==> config.mk <==
export PLATFORM = sky130hd
export DESIGN_NAME = bse_seq
export DESIGN_NICKNAME = d
export VERILOG_FILES = /design/src/design/bse_pkg.sv /design/src/design/bse_seq.sv
export SDC_FILE = /design/constraint.sdc
export NUM_CORES = 1
export LEC_CHECK = 0
export BUFFER_PORTS_ARGS = -buffer_cell sky130_fd_sc_hd__buf_2
export CORE_MARGIN = 10
export CORE_UTILIZATION = 50
export CTS_CLUSTER_DIAMETER = 120
export DETAILED_ROUTE_END_ITERATION = 7
export GPL_ROUTABILITY_DRIVEN = 0
export GPL_TIMING_DRIVEN = 0
export HOLD_SLACK_MARGIN = 0.05
export PLACE_DENSITY = 0.8
export SYNTH_ARGS = -nofsm -noshare
export SYNTH_HDL_FRONTEND = slang
export SYNTH_SLANG_ARGS = --single-unit
==> constraint.sdc <==
create_clock -name clock -period 6.1 [get_ports clock]
set_input_delay 0.61 -clock clock [delete_from_list [all_inputs] [get_ports clock]]
set_output_delay 0.61 -clock clock [all_outputs]
set_load 0.01 [all_outputs]
==> src/design/bse_pkg.sv <==
// Shared constants, codes and types of the bounded stack engine.
package bse_pkg;

   // Storage size and derived widths
   localparam int DEPTH  = 256;
   localparam int ADDR_W = (DEPTH > 1) ? $clog2(DEPTH) : 1;
   localparam int LVL_W  = $clog2(DEPTH + 1);

   // Fixed field widths
   localparam int OP_W   = 3;
   localparam int WORD_W = 32;
   localparam int CNT_W  = 9;
   localparam int CAP_W  = 9;
   localparam int OCC_W  = 9;
   localparam int STAT_W = 2;

   // Width that holds any level, count or capacity plus one carry bit
   localparam int CMP_W = ((LVL_W > CNT_W) ? LVL_W : CNT_W) + 1;

   localparam logic [CAP_W-1:0] CAP_RESET = CAP_W'(256);

   typedef enum logic [OP_W-1:0] {
      OP_PUSH  = 3'd0,
      OP_POP   = 3'd1,
      OP_PEEK  = 3'd2,
      OP_DUP   = 3'd3,
      OP_SWAP  = 3'd4,
      OP_REV3  = 3'd5,
      OP_PUSHN = 3'd6,
      OP_NOP   = 3'd7
   } op_type;

   typedef enum logic [STAT_W-1:0] {
      STAT_OK        = 2'd0,
      STAT_OVERFLOW  = 2'd1,
      STAT_UNDERFLOW = 2'd2
   } stat_type;

   typedef enum logic [2:0] {
      S_IDLE,
      S_LOAD,
      S_XCHG,
      S_WBACK,
      S_FILL
   } state_type;

   // Memory access issued by the sequencer
   typedef struct packed {
      logic              we;
      logic [ADDR_W-1:0] waddr;
      logic [WORD_W-1:0] wdata;
      logic              re;
      logic [ADDR_W-1:0] raddr;
   } mem_req_type;

   // Completed request handed to the result register
   typedef struct packed {
      logic              valid;
      logic [WORD_W-1:0] top;
      logic [LVL_W-1:0]  fill;
      stat_type          status;
   } post_type;

endpackage

==> src/design/bse_seq.sv <==
// Stack sequencer: fill level, cached top word and the memory access steps.
module bse_seq (
   input  logic                          clock,
   input  logic                          reset,
   input  logic                          req_fire,
   input  logic [bse_pkg::OP_W-1:0]      req_op,
   input  logic [bse_pkg::WORD_W-1:0]    req_value,
   input  logic [bse_pkg::CNT_W-1:0]     req_count,
   input  logic [bse_pkg::LVL_W-1:0]     cap,
   input  logic [bse_pkg::WORD_W-1:0]    rd_data,
   output bse_pkg::mem_req_type          mem,
   output bse_pkg::post_type             post,
   output logic                          idle
);
   import bse_pkg::*;

   state_type          state_ff, state_in;
   logic [LVL_W-1:0]   fill_ff, fill_in;
   logic [WORD_W-1:0]  top_ff, top_in;
   logic [WORD_W-1:0]  val_ff, val_in;
   logic [CNT_W-1:0]   rem_ff, rem_in;
   logic [ADDR_W-1:0]  addr_ff, addr_in;

   op_type             op;
   stat_type           stat;
   logic [CMP_W-1:0]   nx, capx, cntx;
   logic               go_load, go_xchg, go_fill;

   assign op   = op_type'(req_op);
   assign nx   = CMP_W'(fill_ff);
   assign capx = CMP_W'(cap);
   assign cntx = CMP_W'(req_count);
   assign idle = (state_ff == S_IDLE);

   // Decode request against the current level and capacity
   always_comb begin
      stat    = STAT_OK;
      go_load = 1'b0;
      go_xchg = 1'b0;
      go_fill = 1'b0;
      unique case (op)
         OP_PUSH: begin
            if (nx >= capx) stat = STAT_OVERFLOW;
         end
         OP_POP: begin
            if (fill_ff == '0) stat = STAT_UNDERFLOW;
            else go_load = (fill_ff >= LVL_W'(2));
         end
         OP_PEEK: begin
            if (fill_ff == '0) stat = STAT_UNDERFLOW;
         end
         OP_DUP: begin
            if (fill_ff == '0) stat = STAT_UNDERFLOW;
            else if (nx >= capx) stat = STAT_OVERFLOW;
         end
         OP_SWAP: begin
            if (fill_ff < LVL_W'(2)) stat = STAT_UNDERFLOW;
            else go_xchg = 1'b1;
         end
         OP_REV3: begin
            if (fill_ff < LVL_W'(3)) stat = STAT_UNDERFLOW;
            else go_xchg = 1'b1;
         end
         OP_PUSHN: begin
            if (nx + cntx > capx) stat = STAT_OVERFLOW;
            else go_fill = (req_count > CNT_W'(1));
         end
         default: begin
            stat = STAT_OK;
         end
      endcase
   end

   // Next state
   always_comb begin
      state_in = state_ff;
      unique case (state_ff)
         S_IDLE: begin
            if (req_fire) begin
               if (go_load) state_in = S_LOAD;
               else if (go_xchg) state_in = S_XCHG;
               else if (go_fill) state_in = S_FILL;
            end
         end
         S_LOAD:  state_in = S_IDLE;
         S_XCHG:  state_in = S_WBACK;
         S_WBACK: state_in = S_IDLE;
         S_FILL: begin
            if (rem_ff == CNT_W'(1)) state_in = S_IDLE;
         end
         default: state_in = S_IDLE;
      endcase
   end

   // Memory accesses, datapath updates and completion
   always_comb begin
      mem         = '0;
      post        = '0;
      post.status = STAT_OK;
      fill_in     = fill_ff;
      top_in      = top_ff;
      val_in      = val_ff;
      rem_in      = rem_ff;
      addr_in     = addr_ff;
      unique case (state_ff)
         S_IDLE: begin
            if (req_fire) begin
               post.status = stat;
               post.valid  = 1'b1;
               if (stat == STAT_OK) begin
                  case (op)
                     OP_PUSH: begin
                        mem.we    = 1'b1;
                        mem.waddr = fill_ff[ADDR_W-1:0];
                        mem.wdata = req_value;
                        fill_in   = fill_ff + LVL_W'(1);
                        top_in    = req_value;
                     end
                     OP_POP: begin
                        fill_in = fill_ff - LVL_W'(1);
                        if (go_load) begin
                           mem.re     = 1'b1;
                           mem.raddr  = ADDR_W'(fill_ff - LVL_W'(2));
                           post.valid = 1'b0;
                        end
                     end
                     OP_DUP: begin
                        mem.we    = 1'b1;
                        mem.waddr = fill_ff[ADDR_W-1:0];
                        mem.wdata = top_ff;
                        fill_in   = fill_ff + LVL_W'(1);
                     end
                     OP_SWAP: begin
                        mem.re     = 1'b1;
                        mem.raddr  = ADDR_W'(fill_ff - LVL_W'(2));
                        addr_in    = ADDR_W'(fill_ff - LVL_W'(2));
                        post.valid = 1'b0;
                     end
                     OP_REV3: begin
                        mem.re     = 1'b1;
                        mem.raddr  = ADDR_W'(fill_ff - LVL_W'(3));
                        addr_in    = ADDR_W'(fill_ff - LVL_W'(3));
                        post.valid = 1'b0;
                     end
                     OP_PUSHN: begin
                        // Write the first copy now, the rest one per cycle
                        if (req_count != '0) begin
                           mem.we     = 1'b1;
                           mem.waddr  = fill_ff[ADDR_W-1:0];
                           mem.wdata  = req_value;
                           fill_in    = fill_ff + LVL_W'(1);
                           top_in     = req_value;
                           val_in     = req_value;
                           rem_in     = req_count - CNT_W'(1);
                           post.valid = ~go_fill;
                        end
                     end
                     default: begin
                        fill_in = fill_ff;
                     end
                  endcase
               end
            end
         end
         S_LOAD: begin
            // New top arrives from memory
            top_in     = rd_data;
            post.valid = 1'b1;
         end
         S_XCHG: begin
            // Old top goes to the lower slot, lower word becomes top
            mem.we    = 1'b1;
            mem.waddr = addr_ff;
            mem.wdata = top_ff;
            top_in    = rd_data;
         end
         S_WBACK: begin
            mem.we     = 1'b1;
            mem.waddr  = ADDR_W'(fill_ff - LVL_W'(1));
            mem.wdata  = top_ff;
            post.valid = 1'b1;
         end
         S_FILL: begin
            mem.we    = 1'b1;
            mem.waddr = fill_ff[ADDR_W-1:0];
            mem.wdata = val_ff;
            fill_in   = fill_ff + LVL_W'(1);
            rem_in    = rem_ff - CNT_W'(1);
            if (rem_ff == CNT_W'(1)) post.valid = 1'b1;
         end
         default: begin
            post.valid = 1'b0;
         end
      endcase
      post.fill = fill_in;
      post.top  = top_in;
   end

   // Control state
   always_ff @(posedge clock) begin
      if (reset) begin
         state_ff <= S_IDLE;
         fill_ff  <= '0;
      end else begin
         state_ff <= state_in;
         fill_ff  <= fill_in;
      end
   end

   // Payload registers
   always_ff @(posedge clock) begin
      top_ff  <= top_in;
      val_ff  <= val_in;
      rem_ff  <= rem_in;
      addr_ff <= addr_in;
   end

endmodule

Word level (Yosys, flattened, before mapping)
Cells that the tools add are included.

Bitwise operators: 1. Reduce and logical (&&, ||, !) cells: 16. Add/subtract/negate cells: 7. Equal/unequal tests: 17. Mux-type cells: 53. Magnitude comparators: 6.

Operators with widths (count): 41-bit case mux with 4 select lines (1); 32-bit case mux with 2 select lines (2); 41-bit case mux with 3 select lines (1); 50-bit two-way mux (2); 32-bit two-way mux (3); 9-bit two-way mux (9); 9-bit case mux with 3 select lines (2); 41-bit two-way mux (1); 9-bit case mux with 2 select lines (2); 9-bit by 1-bit subtractor with 9-bit output (second input constant) (3); 9-bit by 2-bit less-than comparator with 1-bit output (second input constant) (2); 8-bit case mux with 2 select lines (1); 8-bit by 2-bit subtractor with 8-bit output (second input constant) (2); 3-bit two-way mux (5); 1-bit two-way mux (13); 3-bit by 2-bit == test with 1-bit output (second input constant) (4); 3-bit == test (second input constant) (4); 2-bit two-way mux (6); 2-bit case mux with 6 select lines (1); 9-bit by 9-bit adder with 10-bit output (1); 10-bit by 9-bit greater-than comparator with 1-bit output (1); 5-bit AND reduction (2); 2-bit OR reduction (5); 9-bit by 1-bit adder with 9-bit output (second input constant) (1); other kinds (19) (26).

Register bits: 93. Output and inout port bits: 95. Word-level logic and storage cells: 106. Bits of input ports: 88.

Longest topological paths before layout
Depth after elaboration: 10. Gate-level depth with buffers: 17. Depth with buffers taken out: 16.

Worst setup path after synthesis
OpenSTA, ideal clock, no wires.

Kind: input port to flip-flop. Start: input req_count[0] in the netlist's numbering. End: register val_ff[0], enable pin. Setup slack: 1.195 ns. Library setup time: 0.421 ns. Cell stages on the path: 15. Required time: 5.679 ns. Buffers on the path: 0. Arrival: 4.484 ns. Cell sequence: ha_1 -> fa_1 -> a21o_1 -> a21oi_1 -> o21bai_1 -> a21oi_1 -> o21ai_0 -> xor2_1 -> ha_1 -> and4_1 -> and3_1 -> a31o_2 -> o21a_2 -> o21ai_0 -> nor2_1.

Word-level cells in the longest chain between the ends: 6. Elaborated cells on any way between the ends: 7. Classes of those cells: add/sub: 1; order compare: 1; mux: 2; reduce/logical: 3.

Ends and longest elaborated chain: from (decl) (RTL line bse_seq.sv:8) `input logic [bse_pkg::CNT_W-1:0] req_count,`; 9-bit by 9-bit adder with 10-bit output (RTL line bse_seq.sv:65) `if (nx + cntx > capx) stat = STAT_OVERFLOW;`; 10-bit by 9-bit greater-than comparator with 1-bit output (RTL line bse_seq.sv:65); 1-bit two-way mux (RTL line bse_seq.sv:65); 2-bit case mux with 6 select lines (RTL line bse_seq.sv:41) `unique case (op)`; 2-bit zero test (RTL line bse_seq.sv:110) `if (stat == STAT_OK) begin`; 5-bit AND reduction (no source line) *; to (signal assigned) (RTL line bse_seq.sv:213) `val_ff <= val_in;`; to (decl) (RTL line bse_seq.sv:20) `logic [WORD_W-1:0] val_ff, val_in;`.

Every way passes the cells marked *; elsewhere a longest branch is shown, timed or not. A chain may end at the register's enable or synchronous reset.

==> impl_results.md <==
* Congestion Overflow GR at 0
* Syn Area/Cell at 8.423 sq um
* RSZ-0062 raised after global routing: no
* Slew Limit Fails at 0
* Initial antenna violation count at 0
* Postcts setup bufs at 0
* Status: completed
* Max VDD drop at 0.2131 mV
* WS Path Type: reg -> out
* Top FF cell, synth: edfxtp_1
* Register area share after synthesis at 34.14%
* Filler Cells Inserted at 1,229
* # nets final at 1,136
* Post-Route WL at 23.99 mm
* Layout cells sized above 1 at 22.70%
* Tcrit/Tclk final at 93.70%
* Netlist cell types at 77
* Slew Limit Headroom at 36.56%
* Static Leak at 3.712 nW
* Synth Warn # at 0
* Clk_lat worst skew at 0.35 ns
* Syn Nets at 946
* DRT Pass-1 Iters at 7
* CP Max Fanout at 14
* Hold path startpoint: req_value[1]
* Max H-tree Level at 3
* Hold-fix buffers at CTS at 0
* Number of port buffers at 178
* Worst Max-Slew Pin Slew at 0.9481 ns
* Synth Register Bits at 93
* CTS Buffer Depth at 2
* Drt first-iter violations at 965
* IO Pins at 183
* Startpoint types: flop
* CTS resizes at 0
* Via-to-Cell Ratio at 6.134
* Hold WC Path Type: in -> reg
* PwrDens at 445.5 nW/um^2
* Vias at 7,312
* Post-synthesis cell area at 6890 sq um
* FMAX at 175.0 MHz
* Die area at 18,880 sq um
* TritonCTS Buffers at 9
* Crit path from: fill_ff[1]
* Cells after Synth at 818
* Most common cell in the netlist: nand2_1
* Share of flip-flops with an asynchronous set or reset at 0%
* Number of synthesized flops with an enable pin at 49
* Clk root buf: clkbuf_16
* Final Core Density at 62.85%
* Tmin final at 5.716 ns
* Clock Sinks at 93
* P&R area growth vs syn at 21.75%
* Top post-synthesis cells by area: edfxtp_1 (21%), dfxtp_1 (13%), ha_1 (7.1%), nand2_1 (5.1%), o21ai_0 (4.2%)
* CTS tree: built
* Detailed-route DRC error count at 0
* Final setup violation count at 0
* Vias in the first global route at 7,014
* Die W at 137.4 um
* Worst setup EP type: output port
* Max-Cap Viols at 0
* Footprint of the multi-input gates at 4128 sq um
* Reg clk slew, reported paths at 0.07 ns
* Routed WL per cell at 20.13 um
* Synth top area share at 21.35%
* Post-synth top cells: nand2_1 (94), nor2_1 (61), o21ai_0 (58)
* Number of routed nets with antenna violations at 0
* Worst r2r src: fill_ff[1]
* Total negative setup slack at 0 ns
* Reg area at 2352 sq um
* Core box area at 13,350 sq um
* First-pass GRT wire length at 36.89 mm
* Row count at 42
* Critical Path AT at 5.11 ns
* Worst endpoint required time at 5.49 ns
* DP Wirelength at 18.52 mm
* All-Layer GR Usage at 24.42%
* Pin count of the biggest net entering global routing at 21
* Initial Util at 51.62%
* Die Span Y at 137.4 um
* Final hold vios at 0
* Synth area leader: edfxtp_1
* Clk_skew at 0.009417 ns
kinds of logic (layout without fill, tap and decap cells):
group | Yosys count | count (layout) | share of synthesized area (%)
adder cells (fa/ha/maj) | 40 | 40 | 7.372
AO/OA/AOI/OAI | 284 | 284 | 29.34
other | 0 | 3 | 0
XOR/XNOR | 37 | 37 | 4.703
AND/OR/NAND/NOR | 254 | 254 | 17.49
multiplexers | 6 | 6 | 0.8898
flip-flops | 93 | 93 | 34.14
buffers and inverters | 104 | 299 | 6.065
placed cells by master, fill, tap and decap left out, types with 4 or more instances in the layout:
cell type,instances
o22ai_1,7
a31oi_1,12
and2_1,13
nand3_1,18
nor4_1,7
clkbuf_16,10
o21a_1,6
a21oi_1,43
a211o_1,4
a21o_1,15
a22oi_1,34
xor2_1,15
nor3_1,17
a211oi_1,5
o21ai_0,58
nor2_1,60
edfxtp_1,49
xnor2_1,22
nand2b_1,9
and3_1,4
a22o_1,19
a221o_1,13
nand2_1,94
clkbuf_1,38
or3_1,4
buf_2,194
and4_1,4
dfxtp_1,44
inv_1,45
o221ai_1,24
mux2i_1,5
ha_1,39
o21ai_1,4
nor2b_1,6
flip-flops by register name, indices dropped and copies added, names as in the netlist:
signal and cells:
state_ff 3, rem_ff 9, val_ff 32, top_ff 32
fill_ff 9, addr_ff 8
worst max-delay path, stage by stage (launching register included):
cell and delay (ns):
dfxtp_1 0.77, ha_1 0.36, a21oi_1 0.20, o22ai_1 0.17, o21ai_0 0.23, nand2b_1 0.08, a21oi_1 0.19, xnor2_1 0.15
ha_1 0.27, and4_1 0.18, and3_1 0.17, a31o_2 0.22, o21ai_1 0.63, o21ai_1 0.22, nand2_1 0.15, clkbuf_1 0.40
o21ai_0 0.20, buf_2 0.17
per-stage QoR:
stage               total power, W  instances  hold slack, ns  cell area (sq um)  setup WS (ns)
CTS                       0.003705       1189          0.4394               8382         0.4548
global route              0.003984       1189          0.4408               8382        0.02695
detailed placement        0.003057       1173          0.4949               8036         0.5218
global placement          0.003025       1172          0.4959               8001       -0.08384
floorplan                 0.002330        818          0.5470               6890          1.195
finish                    0.003737       1192          0.4455               8389         0.3842
cell type report:
type                       instances  area share, %
tap                              176          2.625
clock buffer                      12          3.192
antenna                            3        0.08949
clock inverter                     4         0.9247
timing repair buffer             179          10.95
buffer                            56          2.834
sequential                        93          28.04
inverter                          48          2.148
multi-input combinational        621          49.20
worst paths after layout:
check | end | slack (ns) | cells after the start
worst max-delay path | mem[29] | 0.38 | 17
worst min-delay path | val_ff[1] | 0.45 | 1
worst max register to register | rem_ff[2] | 1.30 | 15
worst min register to register | top_ff[16] | 0.53 | 1
metal layers:
layer  global-route usage, %  wire length, um  vias to the layer above
li1                        -                -                     3443
met1                   31.73             9847                     3386
met2                   38.19            11120                      413
met3                   5.535             2227                       70
met4                   10.13              801                        0
met5                       0                0                        -
where the power goes:
part | switching (W) | internal [W]
Sequential | 0.000111 | 0.000835
Clock | 0.000245 | 0.000398
Combinational | 0.00135 | 0.000804
(Power assumes the default switching activity.)
